[src/design/assert_macros.svh]
// assertion macros for the rtl files, included by the datapath
`ifndef ASSERT_MACROS_SVH
`define ASSERT_MACROS_SVH

// clocked assertion with explicit clock and active-low reset
`define ASSERT_CLKED(lbl, clk, rstn, prop) \
    lbl: assert property (@(posedge clk) disable iff (!rstn) (prop)) \
        else $error("assertion failed");

// clocked assertion on the block clock and reset
`define ASSERT_STD(lbl, prop) `ASSERT_CLKED(lbl, aclk, aresetn, prop)

`endif

[src/design/blpi_pkg.sv]
// shared types, constants and helpers of the buffer level pi controller
`default_nettype none
package blpi_pkg;

    localparam int LVL_W      = 32;
    localparam int EL_W       = 20;
    localparam int LIM_W      = 31;
    localparam int CFG_IDX_W  = 3;
    localparam int CFG_DATA_W = 40;
    localparam int S_DATA_W   = 56;
    localparam int MA_W       = 53;
    localparam int MB_W       = 53;
    localparam int MP_W       = MA_W + MB_W;
    localparam int DN_W       = 53;
    localparam int ACC_W      = 58;
    localparam int MAG_W      = 33;

    typedef enum logic [CFG_IDX_W-1:0] {
        REG_TARGET    = 3'd0,
        REG_AVG_TIME  = 3'd1,
        REG_PROP_GAIN = 3'd2,
        REG_INT_GAIN  = 3'd3,
        REG_SLEW      = 3'd4,
        REG_LIMIT     = 3'd5
    } reg_idx_t;

    typedef enum logic [3:0] {
        ST_IDLE, ST_PRIME, ST_MUL_GO, ST_MUL_WAIT, ST_DIV_GO, ST_DIV_WAIT,
        ST_ERR, ST_SUM, ST_DELTA, ST_CORR, ST_INT, ST_RESULT
    } state_t;

    typedef enum logic [2:0] {
        OP_DIFF, OP_PROP, OP_TERM, OP_INC, OP_SLEW
    } mul_op_t;

    typedef struct packed {
        logic signed [31:0] target;
        logic [19:0]        avg_time;
        logic [31:0]        prop_gain;
        logic [39:0]        int_gain;
        logic [39:0]        slew;
        logic [LIM_W-1:0]   limit;
    } cfg_t;

    typedef struct packed {
        logic    lat_in;
        logic    prime;
        logic    diff_load;
        logic    mul_start;
        mul_op_t op;
        logic    mul_cap;
        logic    div_start;
        logic    div_cap;
        logic    err_load;
        logic    sum_load;
        logic    delta_load;
        logic    corr_load;
        logic    int_load;
        logic    out_load;
    } cmd_t;

    typedef struct packed {
        logic el_zero;
        logic need_avg;
        logic mul_done;
        logic div_done;
        logic out_free;
    } sts_t;

    function automatic logic signed [ACC_W-1:0] clamp_sym(
        input logic signed [ACC_W-1:0] v,
        input logic signed [ACC_W-1:0] lim
    );
        logic signed [ACC_W-1:0] r;
        r = v;
        if (v > lim) begin
            r = lim;
        end else if (v < -lim) begin
            r = -lim;
        end
        return r;
    endfunction

endpackage
`default_nettype wire

[src/design/blpi_ctrl.sv]
// controller: sequences one update through the datapath
`default_nettype none
module blpi_ctrl import blpi_pkg::*; (
    input  wire logic aclk,
    input  wire logic aresetn,
    input  wire logic s_tvalid,
    output logic      s_tready,
    input  wire sts_t sts,
    output cmd_t      cmd
);
    state_t  state_reg;
    state_t  state_next;
    mul_op_t op_reg;
    mul_op_t op_next;

    always_ff @(posedge aclk) begin
        if (!aresetn) begin
            state_reg <= ST_IDLE;
            op_reg    <= OP_DIFF;
        end else begin
            state_reg <= state_next;
            op_reg    <= op_next;
        end
    end

    always_comb begin
        cmd        = '0;
        cmd.op     = op_reg;
        state_next = state_reg;
        op_next    = op_reg;
        s_tready   = 1'b0;
        unique case (state_reg)
            ST_IDLE: begin
                s_tready = 1'b1;
                if (s_tvalid) begin
                    cmd.lat_in = 1'b1;
                    state_next = sts.el_zero ? ST_RESULT : ST_PRIME;
                end
            end
            ST_PRIME: begin
                if (sts.need_avg) begin
                    cmd.diff_load = 1'b1;
                    op_next       = OP_DIFF;
                    state_next    = ST_MUL_GO;
                end else begin
                    cmd.prime  = 1'b1;
                    state_next = ST_ERR;
                end
            end
            ST_MUL_GO: begin
                cmd.mul_start = 1'b1;
                state_next    = ST_MUL_WAIT;
            end
            ST_MUL_WAIT: begin
                if (sts.mul_done) begin
                    cmd.mul_cap = 1'b1;
                    case (op_reg)
                        OP_DIFF: state_next = ST_DIV_GO;
                        OP_PROP: begin
                            op_next    = OP_TERM;
                            state_next = ST_MUL_GO;
                        end
                        OP_TERM: begin
                            op_next    = OP_INC;
                            state_next = ST_MUL_GO;
                        end
                        OP_INC: begin
                            op_next    = OP_SLEW;
                            state_next = ST_MUL_GO;
                        end
                        OP_SLEW: state_next = ST_SUM;
                        default: state_next = ST_IDLE;
                    endcase
                end
            end
            ST_DIV_GO: begin
                cmd.div_start = 1'b1;
                state_next    = ST_DIV_WAIT;
            end
            ST_DIV_WAIT: begin
                if (sts.div_done) begin
                    cmd.div_cap = 1'b1;
                    state_next  = ST_ERR;
                end
            end
            ST_ERR: begin
                cmd.err_load = 1'b1;
                op_next      = OP_PROP;
                state_next   = ST_MUL_GO;
            end
            ST_SUM: begin
                cmd.sum_load = 1'b1;
                state_next   = ST_DELTA;
            end
            ST_DELTA: begin
                cmd.delta_load = 1'b1;
                state_next     = ST_CORR;
            end
            ST_CORR: begin
                cmd.corr_load = 1'b1;
                state_next    = ST_INT;
            end
            ST_INT: begin
                cmd.int_load = 1'b1;
                state_next   = ST_RESULT;
            end
            ST_RESULT: begin
                if (sts.out_free) begin
                    cmd.out_load = 1'b1;
                    state_next   = ST_IDLE;
                end
            end
            default: state_next = ST_IDLE;
        endcase
    end

endmodule
`default_nettype wire

[config.mk]
export PLATFORM = sky130hd
export DESIGN_NAME = blpi_ctrl
export DESIGN_NICKNAME = d
export VERILOG_FILES = /design/src/design/assert_macros.svh /design/src/design/blpi_pkg.sv /design/src/design/blpi_ctrl.sv
export SDC_FILE = /design/constraint.sdc
export NUM_CORES = 1
export LEC_CHECK = 0
export BUFFER_PORTS_ARGS = -buffer_cell sky130_fd_sc_hd__buf_2
export CAP_MARGIN = 20
export CELL_PAD_IN_SITES_DETAIL_PLACEMENT = 1
export CELL_PAD_IN_SITES_GLOBAL_PLACEMENT = 1
export CORE_MARGIN = 2
export CORE_UTILIZATION = 35
export DETAILED_ROUTE_END_ITERATION = 10
export PLACE_DENSITY = 0.84
export SLEW_MARGIN = 20
export SYNTH_ARGS = -nofsm -noshare
export SYNTH_HDL_FRONTEND = slang
export SYNTH_SLANG_ARGS = --single-unit
[constraint.sdc]
create_clock -name aclk -period 3.1 [get_ports aclk]
set_input_delay 0.62 -clock aclk [delete_from_list [all_inputs] [get_ports aclk]]
set_output_delay 0.62 -clock aclk [all_outputs]
set_load 0.005 [all_outputs]
### After elaboration in Yosys (flattened, before gate mapping)

Cells that the tools add are included.

| cells by class | value |
|---|---|
| equality and inequality tests | 21 |
| multiplexer cells | 31 |
| reductions and logical operators | 6 |

Operators by type and width:

| cell | count |
|---|---|
| 4-bit case mux with 12 select lines | 1 |
| 3-bit case mux with 3 select lines | 3 |
| 4-bit 2-to-1 mux | 5 |
| 1-bit 2-to-1 mux | 18 |
| 4-bit by 3-bit == test with 1-bit output (second input constant) | 4 |
| 4-bit == test (second input constant) | 4 |
| 2-bit != test (second input constant) | 5 |
| 3-bit 2-to-1 mux | 3 |
| 4-bit by 2-bit == test with 1-bit output (second input constant) | 2 |
| 4-bit AND reduction | 2 |
| 3-bit by 2-bit == test with 1-bit output (second input constant) | 2 |
| 4-bit by 1-bit == test with 1-bit output (second input constant) | 1 |
| 4-bit logical NOT | 1 |
| 4-bit by 1-bit != test with 1-bit output (second input constant) | 1 |
| 3-bit by 1-bit == test with 1-bit output (second input constant) | 1 |
| 3-bit == test (second input constant) | 1 |
| 3-bit logical NOT | 1 |
| 3-bit nonzero test | 1 |
| 3-bit OR reduction | 1 |
| 2-bit 2-to-1 mux | 1 |

| storage, ports and cells | value |
|---|---|
| input port bits | 8 |
| register bits | 7 |

### Longest topological paths before layout

| logic depth | value |
|---|---|
| depth after elaboration | 5 |
| gate-level depth with buffers | 6 |
| mapped depth without buffers | 4 |

### Worst setup path before layout

No wires, ideal clock.

| path | value |
|---|---|
| kind | register -> output |
| from | register state_reg[0] |
| to | output cmd[15] (netlist name) |
| data arrival time | 1.172 ns |
| setup slack | 1.308 ns |
| cell stages (with the launch flop) | 5 |
| required time | 2.480 ns |
| path through | dfxtp_1 buf_2 or2_2 nor3_1 and2_1 |

RTL lines:

| element | line | source |
|---|---|---|
| start: declaration | blpi_ctrl.sv:11 | `state_t state_reg;` |
| start signal: assignment | blpi_ctrl.sv:21 | `state_reg <= state_next;` |
| end: declaration | blpi_ctrl.sv:9 | `output cmd_t cmd` |

==> metrics.md <==
| Metric | Value |
|---|---|
| Status | finished, final reports clean |
| Clk pwr share | 13.2% |
| Initial cell density of the core | 36.0% |
| Worst setup SP type | flip-flop |
| Post-synthesis cell count | 99 |
| Synth area leaders | dfxtp_1 20%, nor2_1 6.5%, a21oi_1 5.1% |
| Post-CTS Hold Fix Bufs | 0 |
| Antenna Cells | 0 |
| Count leader, synth | nor2_1 |
| Routed WL | 2090 µm |
| Site Rows | 16 |
| Setup TNS | 0 ns |
| Cell taking the most area after synthesis | dfxtp_1 |
| Largest register FFs | 4 |
| Tcrit/Tclk final | 72.3% |
| P_leak | 0.378 nW |
| Area grow syn2layout | 20.4% |
| Number of synthesized flops with an enable pin | 0 |
| Internal Dissipation | 0.324 mW |
| Grt total ovfl | 0 |
| Sequential share of the synthesized area | 20.3% |
| Design Area, Final | 833 µm² |
| Synth Net Count | 107 |
| Peak VDD IR | 0.000444 V |
| Placed Area | 807 µm² |
| Die X-Extent | 48.5 µm |
| CTS H-tree lvls | 1 |
| CP Max Fanout | 21 |
| Post-DRT Antenna Nets | 0 |
| Later-pin clock latency in the skew report | 0.25 ns |
| Pwr Total | 0.620 mW |
| Switch Pwr | 0.296 mW |
| Sequential power share | 32.8% |
| Post-layout util | 43.4% |
| Wire per inst | 14.2 µm |
| Net count, final | 129 |
| RSZ-0062 raised after global routing | false |
| Arrival time worst endpoint | 1.62 ns |
| Slew Limit Fails | 0 |
| Setup CP Type | flip-flop to primary output |
| Worst EP required | 2.48 ns |
| Worst Max-Slew Pin Slew | 0.664 ns |
| Final Hold Vio Count | 0 |
| Combinational share of power | 54.0% |
| Fin crit period | 2.24 ns |
| Worst Hold Class | flip-flop to flip-flop |
| Layout cells sized above 1 | 25.8% |
| Clock root buffer | clkbuf_4 |
| Setup-failing EPs final | 0 |
| Die area | 2350 µm² |
| Power Dens Cells | 744 nW/µm² |
| Number of library cell types mapped by synthesis | 39 |
| CTS tree | done |
| Fmax | 0.446 GHz |
| Max transition margin | 55.7% |
| Share of the synthesized area in the top cell type | 20.3% |
| Main synth FF type | dfxtp_1 |
| Worst Clk Skew | 0.00519 ns |
| Clk pin slew, worst setup/hold paths | 0.05 ns |
| Yosys synthesis warning count | 0 |
| Sink Count | 7 |
| CP endpoint kind | primary output |
| Async SR Flop Fraction | 0% |
| 1st-pass router iterations | 4 |
| Total GRT Usage | 19.4% |
| Detail Placement HPWL | 1580 µm |
| Via count of the routed design | 829 |
| Core area | 1920 µm² |
| First-pass GRT wire length | 3620 µm |
| Drt drc | 0 |
| Post-CTS setup buffers | 0 |
| DIE HEIGHT | 48.5 µm |
| # resized after CTS | 0 |
| # port buffers | 24 |
| Vias per cell | 5.64 |
| Clock buffer depth | 2 |
| Number of buffers created by CTS | 3 |
| Number of global-route vias before repair | 800 |
| Final RePlAce weighted congestion | 0.866 |
| Sw frac | 47.7% |
| WHS | 0.553 ns |
| Antenna violations before repair | 0 |
| Avg Synthesized Cell Area | 6.99 µm² |
| Yosys reg bits | 7 |
| Max-cap violations | 0 |
| Starting DRT DRC Count | 12 |
| Synthesized area | 692 µm² |
| Boundary pin count | 25 |
| Synth top cells by count | 12 x nor2_1, 7 x a21oi_1, 7 x dfxtp_1 |
| Pin count of the biggest net entering global routing | 22 |
-- worst max-delay path, stage by stage (launching register included) --
cell,delay [ns]
dfxtp_1,0.74
and4bb_2,0.34
and2_1,0.17
buf_2,0.12
-- per-stage QoR --
stage	setup slack [ns]	std cells
after floorplan	1.31	99
after global placement	1.19	143
after detailed placement	1.14	143
after CTS	0.868	147
after global routing	0.763	147
final	0.858	147
-- path summary, 6_finish.rpt --
path	startpoint	endpoint	slack [ns]	depth (start not counted)
worst min-delay path	op_reg[0]	op_reg[0]	0.55	2
worst max register to register	state_reg[3]	state_reg[3]	1.16	4
worst max-delay path	state_reg[3]	cmd[8]	0.86	3
worst min register to register	op_reg[0]	op_reg[0]	0.55	2
-- placed cells by master, fill, tap and decap left out, types with 4 or more instances in the layout --
| cell | instances |
|---|---|
| buf_2 | 24 |
| nor2_1 | 12 |
| a21oi_1 | 7 |
| dfxtp_1 | 7 |
| nor3_1 | 6 |
| nand2_1 | 5 |
| nand2b_1 | 5 |
| inv_1 | 5 |
| o21ai_0 | 5 |
| nand3b_1 | 4 |
-- kinds of logic (layout without fill, tap and decap cells) --
group                  count (synthesis)  in the layout  share of synthesized area [%]
multiplexers                           2              2                           2.89
buffers and inverters                 12             33                           8.32
XOR/XNOR                               1              1                           1.27
AND/OR/NAND/NOR                       51             51                           40.9
flip-flops                             7              7                           20.3
AO/OA/AOI/OAI                         26             26                           26.4
-- layout make-up --
cell class                      count  area, µm²
Sequential cell                     7        140
Fill cell                         283       1090
Timing Repair Buffer               24        120
Inverter                            5       18.8
Clock buffer                        4       26.3
Multi-Input combinational cell     80        494
Tap cell                           27       33.8
-- power by group through the flow --
| stage | registers [mW] | logic (mW) | clock network (mW) |
|---|---|---|---|
| floorplan | 0.128 | 0.325 | 0 |
| global placement | 0.199 | 0.326 | 0 |
| detailed placement | 0.203 | 0.333 | 0 |
| CTS | 0.202 | 0.336 | 0.0872 |
| global route | 0.217 | 0.372 | 0.0928 |
| finish | 0.203 | 0.335 | 0.0818 |
-- metal layers --
layer	vias up	wire length (µm)	global-route usage, %
li1	410	-	-
met1	393	1000	27.2
met2	20	947	29.2
met3	6	81	1.85
met4	0	57	11.0
met5	-	0	0
No activity file was read; power rests on OpenSTA's default activity.
