==> config.mk <==
export PLATFORM = sky130hd
export DESIGN_NAME = blpi_dp
export DESIGN_NICKNAME = d
export VERILOG_FILES = /design/src/design/blpi_pkg.sv /design/src/design/blpi_mul.sv /design/src/design/blpi_div.sv /design/src/design/blpi_dp.sv
export VERILOG_INCLUDE_DIRS = /design/src /design/src/design
export SDC_FILE = /design/constraint.sdc
export NUM_CORES = 2
export LEC_CHECK = 0
export BUFFER_PORTS_ARGS = -buffer_cell sky130_fd_sc_hd__buf_4
export CORE_MARGIN = 2
export CORE_UTILIZATION = 55
export DETAILED_ROUTE_END_ITERATION = 7
export PLACE_DENSITY_LB_ADDON = 0.05
export SYNTH_ARGS = -nofsm -noshare
export SYNTH_HDL_FRONTEND = slang
export SYNTH_HIERARCHICAL = 1
export SYNTH_SLANG_ARGS = --single-unit
==> constraint.sdc <==
create_clock -name aclk -period 11.7 [get_ports aclk]
set_clock_uncertainty 0.1 [all_clocks]
set_input_delay 2.34 -clock aclk [delete_from_list [all_inputs] [get_ports aclk]]
set_output_delay 2.34 -clock aclk [all_outputs]
set_load 0.01 [all_outputs]
==> src/design/assert_macros.svh <==
// assertion macros for the rtl files, included by the datapath
`ifndef ASSERT_MACROS_SVH
`define ASSERT_MACROS_SVH

// clocked assertion with explicit clock and active-low reset
`define ASSERT_CLKED(lbl, clk, rstn, prop) \
    lbl: assert property (@(posedge clk) disable iff (!rstn) (prop)) \
        else $error("assertion failed");

// clocked assertion on the block clock and reset
`define ASSERT_STD(lbl, prop) `ASSERT_CLKED(lbl, aclk, aresetn, prop)

`endif

==> src/design/blpi_pkg.sv <==
// shared types, constants and helpers of the buffer level pi controller
`default_nettype none
package blpi_pkg;

    localparam int LVL_W      = 32;
    localparam int EL_W       = 20;
    localparam int LIM_W      = 31;
    localparam int CFG_IDX_W  = 3;
    localparam int CFG_DATA_W = 40;
    localparam int S_DATA_W   = 56;
    localparam int MA_W       = 53;
    localparam int MB_W       = 53;
    localparam int MP_W       = MA_W + MB_W;
    localparam int DN_W       = 53;
    localparam int ACC_W      = 58;
    localparam int MAG_W      = 33;

    typedef enum logic [CFG_IDX_W-1:0] {
        REG_TARGET    = 3'd0,
        REG_AVG_TIME  = 3'd1,
        REG_PROP_GAIN = 3'd2,
        REG_INT_GAIN  = 3'd3,
        REG_SLEW      = 3'd4,
        REG_LIMIT     = 3'd5
    } reg_idx_t;

    typedef enum logic [3:0] {
        ST_IDLE, ST_PRIME, ST_MUL_GO, ST_MUL_WAIT, ST_DIV_GO, ST_DIV_WAIT,
        ST_ERR, ST_SUM, ST_DELTA, ST_CORR, ST_INT, ST_RESULT
    } state_t;

    typedef enum logic [2:0] {
        OP_DIFF, OP_PROP, OP_TERM, OP_INC, OP_SLEW
    } mul_op_t;

    typedef struct packed {
        logic signed [31:0] target;
        logic [19:0]        avg_time;
        logic [31:0]        prop_gain;
        logic [39:0]        int_gain;
        logic [39:0]        slew;
        logic [LIM_W-1:0]   limit;
    } cfg_t;

    typedef struct packed {
        logic    lat_in;
        logic    prime;
        logic    diff_load;
        logic    mul_start;
        mul_op_t op;
        logic    mul_cap;
        logic    div_start;
        logic    div_cap;
        logic    err_load;
        logic    sum_load;
        logic    delta_load;
        logic    corr_load;
        logic    int_load;
        logic    out_load;
    } cmd_t;

    typedef struct packed {
        logic el_zero;
        logic need_avg;
        logic mul_done;
        logic div_done;
        logic out_free;
    } sts_t;

    function automatic logic signed [ACC_W-1:0] clamp_sym(
        input logic signed [ACC_W-1:0] v,
        input logic signed [ACC_W-1:0] lim
    );
        logic signed [ACC_W-1:0] r;
        r = v;
        if (v > lim) begin
            r = lim;
        end else if (v < -lim) begin
            r = -lim;
        end
        return r;
    endfunction

endpackage
`default_nettype wire

==> src/design/blpi_mul.sv <==
// sequential multiplier, one 16 bit slice of b per cycle
`default_nettype none
module blpi_mul import blpi_pkg::*; (
    input  wire logic            aclk,
    input  wire logic            aresetn,
    input  wire logic            start,
    input  wire logic [MA_W-1:0] a,
    input  wire logic [MB_W-1:0] b,
    output logic                 done,
    output logic [MP_W-1:0]      prod
);
    localparam int CH_W  = 16;
    localparam int CH_N  = (MB_W + CH_W - 1) / CH_W;
    localparam int CNT_W = $clog2(CH_N);
    localparam int BP_W  = CH_N * CH_W;

    logic [MA_W-1:0]      a_reg;
    logic [BP_W-1:0]      b_reg;
    logic [MP_W-1:0]      acc_reg;
    logic [CNT_W-1:0]     cnt_reg;
    logic                 busy_reg;
    logic                 done_reg;
    logic [CH_W-1:0]      chunk;
    logic [MA_W+CH_W-1:0] part;
    logic [MP_W-1:0]      shifted;

    always_comb begin
        chunk   = b_reg[cnt_reg*CH_W +: CH_W];
        part    = (MA_W+CH_W)'(a_reg) * (MA_W+CH_W)'(chunk);
        shifted = MP_W'(part) << (cnt_reg * CH_W);
    end

    always_ff @(posedge aclk) begin
        if (!aresetn) begin
            busy_reg <= 1'b0;
            done_reg <= 1'b0;
            cnt_reg  <= '0;
        end else begin
            done_reg <= 1'b0;
            if (start) begin
                busy_reg <= 1'b1;
                cnt_reg  <= '0;
            end else if (busy_reg) begin
                cnt_reg <= cnt_reg + CNT_W'(1);
                if (cnt_reg == CNT_W'(CH_N - 1)) begin
                    busy_reg <= 1'b0;
                    done_reg <= 1'b1;
                end
            end
        end
    end

    always_ff @(posedge aclk) begin
        if (start) begin
            a_reg   <= a;
            b_reg   <= BP_W'(b);
            acc_reg <= '0;
        end else if (busy_reg) begin
            acc_reg <= acc_reg + shifted;
        end
    end

    assign done = done_reg;
    assign prod = acc_reg;

endmodule
`default_nettype wire

==> src/design/blpi_div.sv <==
// restoring divider, one quotient bit per cycle
`default_nettype none
module blpi_div import blpi_pkg::*; (
    input  wire logic            aclk,
    input  wire logic            aresetn,
    input  wire logic            start,
    input  wire logic [DN_W-1:0] num,
    input  wire logic [EL_W-1:0] den,
    output logic                 done,
    output logic [DN_W-1:0]      quo
);
    localparam int CNT_W = $clog2(DN_W);

    logic [DN_W-1:0]  num_reg;
    logic [EL_W-1:0]  den_reg;
    logic [EL_W:0]    rem_reg;
    logic [CNT_W-1:0] cnt_reg;
    logic             busy_reg;
    logic             done_reg;
    logic [EL_W:0]    trial;
    logic             ge;

    always_comb begin
        trial = {rem_reg[EL_W-1:0], num_reg[DN_W-1]};
        ge    = trial >= {1'b0, den_reg};
    end

    always_ff @(posedge aclk) begin
        if (!aresetn) begin
            busy_reg <= 1'b0;
            done_reg <= 1'b0;
            cnt_reg  <= '0;
        end else begin
            done_reg <= 1'b0;
            if (start) begin
                busy_reg <= 1'b1;
                cnt_reg  <= '0;
            end else if (busy_reg) begin
                cnt_reg <= cnt_reg + CNT_W'(1);
                if (cnt_reg == CNT_W'(DN_W - 1)) begin
                    busy_reg <= 1'b0;
                    done_reg <= 1'b1;
                end
            end
        end
    end

    always_ff @(posedge aclk) begin
        if (start) begin
            num_reg <= num;
            den_reg <= den;
            rem_reg <= '0;
        end else if (busy_reg) begin
            rem_reg <= ge ? trial - {1'b0, den_reg} : trial;
            num_reg <= {num_reg[DN_W-2:0], ge};
        end
    end

    assign done = done_reg;
    assign quo  = num_reg;

endmodule
`default_nettype wire

==> src/design/blpi_dp.sv <==
// datapath: loop state, shared multiplier, divider and result register
`default_nettype none
`include "assert_macros.svh"
module blpi_dp import blpi_pkg::*; (
    input  wire logic             aclk,
    input  wire logic             aresetn,
    input  wire cmd_t             cmd,
    output sts_t                  sts,
    input  wire cfg_t             cfg,
    input  wire logic [LVL_W-1:0] in_level,
    input  wire logic [EL_W-1:0]  in_elapsed,
    input  wire logic             m_tready,
    output logic                  m_tvalid,
    output logic [LVL_W-1:0]      m_corr,
    output logic                  m_clamped,
    output logic                  m_updated
);
    localparam int PROP_SH = 16;
    localparam int INC_SH  = 40;
    localparam int SLEW_SH = 16;

    // loop state
    logic signed [31:0] avg_reg;
    logic signed [31:0] integ_reg;
    logic signed [31:0] corr_reg;
    logic               primed_reg;
    logic               m_tvalid_reg;

    // working registers
    logic signed [31:0]       lvl_reg;
    logic [EL_W-1:0]          el_reg;
    logic                     upd_reg;
    logic [MAG_W-1:0]         dm_reg;
    logic                     dneg_reg;
    logic [MAG_W-1:0]         emag_reg;
    logic                     eneg_reg;
    logic [DN_W-1:0]          t_reg;
    logic signed [ACC_W-1:0]  prop_reg;
    logic signed [ACC_W-1:0]  inc_reg;
    logic signed [ACC_W-1:0]  maxd_reg;
    logic signed [ACC_W-1:0]  wanted_reg;
    logic signed [ACC_W-1:0]  delta_reg;
    logic [LVL_W-1:0]         m_corr_reg;
    logic                     m_clamped_reg;
    logic                     m_updated_reg;

    logic [MA_W-1:0]         mul_a;
    logic [MB_W-1:0]         mul_b;
    logic                    mul_done;
    logic [MP_W-1:0]         mul_prod;
    logic                    div_done;
    logic [DN_W-1:0]         div_quo;
    logic signed [ACC_W-1:0] lim_w;
    logic signed [ACC_W-1:0] diff_w;
    logic signed [ACC_W-1:0] err_w;
    logic signed [ACC_W-1:0] step_w;
    logic signed [ACC_W-1:0] prop_mag;
    logic signed [ACC_W-1:0] inc_mag;
    logic signed [ACC_W-1:0] corr_w;
    logic signed [ACC_W-1:0] corr_mag;
    logic signed [ACC_W-1:0] integ_w;
    logic signed [ACC_W-1:0] integ_mag;
    logic signed [ACC_W-1:0] corr_new;
    logic signed [ACC_W-1:0] integ_new;

    always_comb begin
        lim_w     = ACC_W'(cfg.limit);
        diff_w    = ACC_W'(lvl_reg) - ACC_W'(avg_reg);
        err_w     = ACC_W'(avg_reg) - ACC_W'(cfg.target);
        step_w    = ACC_W'(div_quo[MAG_W-1:0]);
        prop_mag  = ACC_W'(mul_prod[PROP_SH +: 49]);
        inc_mag   = ACC_W'(mul_prod[INC_SH +: 53]);
        corr_w    = ACC_W'(corr_reg);
        corr_mag  = corr_w[ACC_W-1] ? -corr_w : corr_w;
        integ_w   = ACC_W'(integ_reg);
        integ_mag = integ_w[ACC_W-1] ? -integ_w : integ_w;
        corr_new  = clamp_sym(corr_w + delta_reg, lim_w);
        integ_new = clamp_sym(corr_w - prop_reg, lim_w);
    end

    // operand select of the shared multiplier
    always_comb begin
        mul_a = '0;
        mul_b = '0;
        case (cmd.op)
            OP_DIFF: begin
                mul_a = MA_W'(dm_reg);
                mul_b = MB_W'(el_reg);
            end
            OP_PROP: begin
                mul_a = MA_W'(cfg.prop_gain);
                mul_b = MB_W'(emag_reg);
            end
            OP_TERM: begin
                mul_a = MA_W'(emag_reg);
                mul_b = MB_W'(el_reg);
            end
            OP_INC: begin
                mul_a = t_reg;
                mul_b = MB_W'(cfg.int_gain);
            end
            OP_SLEW: begin
                mul_a = MA_W'(cfg.slew);
                mul_b = MB_W'(el_reg);
            end
            default: begin
                mul_a = '0;
                mul_b = '0;
            end
        endcase
    end

    blpi_mul u_mul (
        .aclk    (aclk),
        .aresetn (aresetn),
        .start   (cmd.mul_start),
        .a       (mul_a),
        .b       (mul_b),
        .done    (mul_done),
        .prod    (mul_prod)
    );

    blpi_div u_div (
        .aclk    (aclk),
        .aresetn (aresetn),
        .start   (cmd.div_start),
        .num     (mul_prod[DN_W-1:0]),
        .den     (cfg.avg_time),
        .done    (div_done),
        .quo     (div_quo)
    );

    always_comb begin
        sts.el_zero  = in_elapsed == '0;
        sts.need_avg = primed_reg && (cfg.avg_time != '0) && (el_reg < cfg.avg_time);
        sts.mul_done = mul_done;
        sts.div_done = div_done;
        sts.out_free = !m_tvalid_reg || m_tready;
    end

    always_ff @(posedge aclk) begin
        if (!aresetn) begin
            avg_reg      <= '0;
            integ_reg    <= '0;
            corr_reg     <= '0;
            primed_reg   <= 1'b0;
            m_tvalid_reg <= 1'b0;
        end else begin
            if (cmd.prime) begin
                avg_reg    <= lvl_reg;
                primed_reg <= 1'b1;
            end else if (cmd.div_cap) begin
                avg_reg <= 32'(ACC_W'(avg_reg) + (dneg_reg ? -step_w : step_w));
            end
            if (cmd.corr_load) begin
                corr_reg <= 32'(corr_new);
            end
            if (cmd.int_load) begin
                integ_reg <= 32'(integ_new);
            end
            if (cmd.out_load) begin
                m_tvalid_reg <= 1'b1;
            end else if (m_tready) begin
                m_tvalid_reg <= 1'b0;
            end
        end
    end

    always_ff @(posedge aclk) begin
        if (cmd.lat_in) begin
            lvl_reg <= in_level;
            el_reg  <= in_elapsed;
            upd_reg <= in_elapsed != '0;
        end
        if (cmd.diff_load) begin
            dneg_reg <= diff_w[ACC_W-1];
            dm_reg   <= MAG_W'(diff_w[ACC_W-1] ? -diff_w : diff_w);
        end
        if (cmd.err_load) begin
            eneg_reg <= err_w[ACC_W-1];
            emag_reg <= MAG_W'(err_w[ACC_W-1] ? -err_w : err_w);
        end
        if (cmd.mul_cap) begin
            case (cmd.op)
                OP_PROP: prop_reg <= eneg_reg ? -prop_mag : prop_mag;
                OP_TERM: t_reg    <= mul_prod[DN_W-1:0];
                OP_INC:  inc_reg  <= eneg_reg ? -inc_mag : inc_mag;
                OP_SLEW: maxd_reg <= ACC_W'(mul_prod[SLEW_SH +: 44]);
                default: ;
            endcase
        end
        if (cmd.sum_load) begin
            wanted_reg <= integ_w + inc_reg + prop_reg;
        end
        if (cmd.delta_load) begin
            delta_reg <= clamp_sym(wanted_reg - corr_w, maxd_reg);
        end
        if (cmd.out_load) begin
            m_corr_reg    <= corr_reg;
            m_clamped_reg <= corr_mag >= lim_w;
            m_updated_reg <= upd_reg;
        end
    end

    assign m_tvalid  = m_tvalid_reg;
    assign m_corr    = m_corr_reg;
    assign m_clamped = m_clamped_reg;
    assign m_updated = m_updated_reg;

    `ASSERT_STD(a_avg_step_fits, cmd.div_cap |-> (div_quo[DN_W-1:MAG_W] == '0))
    `ASSERT_STD(a_corr_in_limit, cmd.corr_load |=> (corr_mag <= lim_w))
    `ASSERT_STD(a_integ_in_limit, cmd.int_load |=> (integ_mag <= lim_w))

endmodule
`default_nettype wire

Word level (Yosys, flattened, before mapping)
Index checks and enable logic that the tools add are counted.
{"block": "classes", "n_lt_le_gt_ge": 9, "bitwise_logic": 3, "n_eq_ne": 6, "n_reduce_logical": 20, "shifts": 2, "muxes": 29, "addsub": 20, "multipliers": 1}
{"op": "53-bit one-hot mux with 5 select lines", "n": 1}
{"op": "32-bit two-way mux", "n": 7}
{"op": "58-bit < comparator", "n": 3}
{"op": "53-bit two-way mux", "n": 3}
{"op": "40-bit one-hot mux with 3 select lines", "n": 1}
{"op": "32-bit by 58-bit adder with 58-bit output", "n": 2}
{"op": "58-bit by 32-bit > comparator with 1-bit output", "n": 2}
{"op": "58-bit two-way mux", "n": 2}
{"op": "106-bit adder", "n": 1}
{"op": "69-bit by 6-bit << shifter with 106-bit output", "n": 1}
{"op": "53-bit by 16-bit multiplier with 69-bit output", "n": 1}
{"op": "33-bit two-way mux", "n": 2}
{"op": "33-bit negation", "n": 2}
{"op": "32-bit by 32-bit subtractor with 33-bit output", "n": 2}
{"op": "64-bit by 7-bit variable part select with 16-bit output", "n": 1}
{"op": "58-bit adder", "n": 1}
{"op": "58-bit by 32-bit >= comparator with 1-bit output", "n": 1}
{"op": "58-bit by 45-bit > comparator with 1-bit output", "n": 1}
{"op": "31-bit negation with 58-bit output", "n": 1}
{"op": "32-bit negation with 58-bit output", "n": 1}
{"op": "44-bit negation with 58-bit output", "n": 1}
{"op": "49-bit negation with 58-bit output", "n": 1}
{"op": "53-bit negation with 58-bit output", "n": 1}
{"op": "32-bit by 58-bit subtractor with 58-bit output", "n": 1}
{"op": "28 further kinds", "n": 50}
{"block": "word_totals", "output_inout_bits": 40, "regBits": 899, "inputBits": 266, "word_cells": 126}

Depth between registers and ports, before layout
{"block": "depth", "word_depth": 5, "mapped_depth": 46, "mapped_depth_nobuf": 41}

By module
The synthesis kept the hierarchy.
{"module": "blpi_dp", "seq_area_each_um2": 16495.8, "cells_per_inst": 6293, "n_inst": 1, "area_per_inst_um2": 55734.7}
{"module": "blpi_mul", "seq_area_each_um2": 5385.2, "cells_per_inst": 4927, "n_inst": 1, "area_per_inst_um2": 41897.7}
{"module": "blpi_div", "seq_area_each_um2": 2752.6, "cells_per_inst": 452, "n_inst": 1, "area_per_inst_um2": 5335.1}

Worst setup path after synthesis
Ideal clock, no wire load.
{"block": "synth_timing", "kind": "reg2reg", "start": "reg u_mul.cnt_reg[1]", "end": "reg u_mul.acc_reg[105], in the netlist u_mul/prod[105]", "setup_ns": 0.071, "n_path_buf": 6, "required_time_ns": 11.529, "stages_incl_launch_ff": 45, "path_slack_ns": 0.721, "synth_period_minus_slack_ns": 10.979, "t_arrival_ns": 10.808, "cell_sequence": "dfxtp_1 > clkbuf_1 > inv_2 > nor2_1 > clkbuf_1 > clkbuf_1 > nand2_1 > o21ai_1 > clkbuf_1 > nand2_1 > fa_1 > inv_1 > fa_1 > fa_1 > fa_1 > fa_1 > inv_1 > fa_1 > [9 not listed] > nor2_1 > xnor2_1 > mux2_2 > nand2_1 > o21ai_0 > ha_1 > buf_2 > nand2_2 > or4_1 > or3_4 > a2111oi_4 > o31ai_2 > a2111oi_4 > o21ai_2 > a21oi_2 > nor4_1 > or4_1 > a21oi_1"}
{"block": "synth_between", "elab_chain_len": 4}
{"item": "start, declared", "line_no": "blpi_mul.sv:20", "source": "logic [CNT_W-1:0] cnt_reg;"}
{"item": "start signal, assigned", "line_no": "blpi_mul.sv:44", "source": "cnt_reg <= cnt_reg + CNT_W'(1);"}
{"item": "64-bit by 7-bit variable part select with 16-bit output", "line_no": "blpi_mul.sv:28", "source": "chunk = b_reg[cnt_reg*CH_W +: CH_W];"}
{"item": "53-bit by 16-bit multiplier with 69-bit output", "line_no": "blpi_mul.sv:29", "source": "part = (MA_W+CH_W)'(a_reg) * (MA_W+CH_W)'(chunk);"}
{"item": "69-bit by 6-bit << shifter with 106-bit output (*)", "line_no": "blpi_mul.sv:30", "source": "shifted = MP_W'(part) << (cnt_reg * CH_W);"}
{"item": "106-bit adder (*)", "line_no": "blpi_mul.sv:59", "source": "acc_reg <= acc_reg + shifted;"}
{"item": "end signal, assigned", "line_no": "blpi_mul.sv:59"}
{"item": "end, declared", "line_no": "blpi_mul.sv:19", "source": "logic [MP_W-1:0] acc_reg;"}
Every way passes the cells marked *; elsewhere a longest branch is shown, timed or not.
A chain may end at the register's enable or synchronous reset.

Final worst setup path
{"block": "layout_timing", "start": "reg u_mul.cnt_reg[0]", "end": "reg u_mul.acc_reg[92], in the netlist u_mul/prod[92]"}
The elaborated chain is that of the path after synthesis.

==> metrics <==
worst slew pin tran 1.35 ns; synth warn 6; Data required, critical path 12.24 ns; max reg flops 93; Crit Path Class reg2reg; Max Freq 88.9 MHz; final hold slack 0.375 ns; minimum clock period 11.25 ns; Layout Nets 13,426; Pins Over Slew Limit 0; CP max FO 21; FP Rows 157; max-cap violations 0; Routed WL per cell 26.3 um; Reg2Reg Depth 41; RSZ-0062 raised after global routing false; crit path max-delay cell type or4_1; status finished clean; Largest stage delay, worst path 0.60 ns; PortBufs 305; Detailed Routing Iterations Pass 1 7; Critical Path AT 11.79 ns; mean post-synth cell area 8.86 um^2; die footprint 0.188 mm^2; vias per cell 6.30; Hold Crit Class reg2reg; overflow left after global routing 0; clk buf depth 3; headroom to the max-slew limit 0.0949; H-tree Lvls 3; synthesized area 0.101 mm^2; Placer Congestion 1.05; Critical Path End Type flip-flop; Tot GR Track Use 0.386; synthesis-to-layout area growth 8.18%; post-route cell area 0.110 mm^2; fill count 16,122; die width 433 um; clk sink count 886; Die Span Y 433 um; clock buffer count from CTS 102; Hold Fails Final Rpt 0; post-place instance area 0.106 mm^2; Cells after Synth 11,448; via count 88,501; io pins 306; Cells on Worst Hold Path 2; TritonCTS clock tree yes; antenna violations before repair 21; final WL 369 mm; final period utilization 0.962; CP Launch Type flip-flop; core area 0.183 mm^2; CTS root buf clkbuf_16; first-pass GRT wire length 546 mm; dpl hpwl 296 mm; pin count of the biggest net entering global routing 94; Clock transition at path regs 0.06 ns; layout cells sized above 1 0.0709; Finished Core Util 0.599; most frequent CP cell fa_1; Detail Route Antenna Nets 0; Clock Latency Late Sink 0.80 ns; Initial Utilization 0.554; DRT iter0 DRCs 8,660; Finish-stage setup viols 0; final setup TNS 0 ns; DR DRC count 0; vias in the first global route 86,602
[cells in the final DEF, fill, tap and decap left out, types with 103 or more instances in the layout]
cell type and count:
nand3_1 174, buf_4 424, nand4_1 213, xor2_1 203, mux2i_1 261, and2_1 299, a21o_1 320, xnor2_1 529
nor2_1 631, nand2b_1 122, ha_1 909, dfxtp_1 218, o21a_1 115, inv_1 1268, o21ai_0 554, edfxtp_1 663
nor3_1 147, nand2_1 1289, nor2b_1 103, clkbuf_16 104, a21oi_1 719, fa_1 778
[what timing repair did]
item	in CTS	in global routing
buffers inserted	0	15
hold buffers	0	0
resized for setup	0	16
endpoints found under the setup margin	0	19
[stage by stage]
stage          worst slack (ns)  cells
6_report                  0.450  14043
2_1_floorplan             0.913  11460
3_3_place_gp              0.563  13812
3_5_place_dp              0.323  13812
5_1_grt                0.000353  14040
4_1_cts                   0.269  14006
[area by class of cell]
type	instances	area [um^2]	area share
Antenna cell	16	40.0	0.000365
Sequential cell	886	24400	0.222
Clock buffer	134	2820	0.0257
Timing Repair Buffer	434	3320	0.0303
Multi-Input combinational cell	8775	70600	0.643
Tap cell	2464	3080	0.0281
Inverter	1274	4780	0.0436
Clock inverter	60	672	0.00613
[per-layer routing]
layer	track usage	up-vias	wire length (um)
met5	0	-	69
met4	0.227	10	25400
met3	0.0596	994	28000
met2	0.631	4132	171000
met1	0.485	43492	144000
li1	-	39873	-
[path summary, 6_finish.rpt]
path / slack (ns) / startpoint / endpoint
max: 0.45 / u_mul/cnt_reg[0]$_SDFFE_PP0P_ / u_mul/prod[92]$_SDFFE_PP0P_
min reg2reg: 0.37 / u_div/rem_reg[11]$_SDFFE_PP0P_ / u_div/rem_reg[11]$_SDFFE_PP0P_
max reg2reg: 0.45 / u_mul/cnt_reg[0]$_SDFFE_PP0P_ / u_mul/prod[92]$_SDFFE_PP0P_
min: 0.37 / u_div/rem_reg[11]$_SDFFE_PP0P_ / u_div/rem_reg[11]$_SDFFE_PP0P_
[critical path, delay by kind of cell, from the launching register on]
kind,cells,cell delay [ns]
DFF,1,0.47
muxes,1,0.34
and+or+nand+nor,13,2.88
buffers and inverters,9,1.21
adders and majority gates,8,3.77
AOI/OAI and AO/OA,9,2.15
xor gates and xnor gates,1,0.20
Power is not shown: default switching activity piles up to over one toggle a cycle in this logic, so the estimate is an artifact.
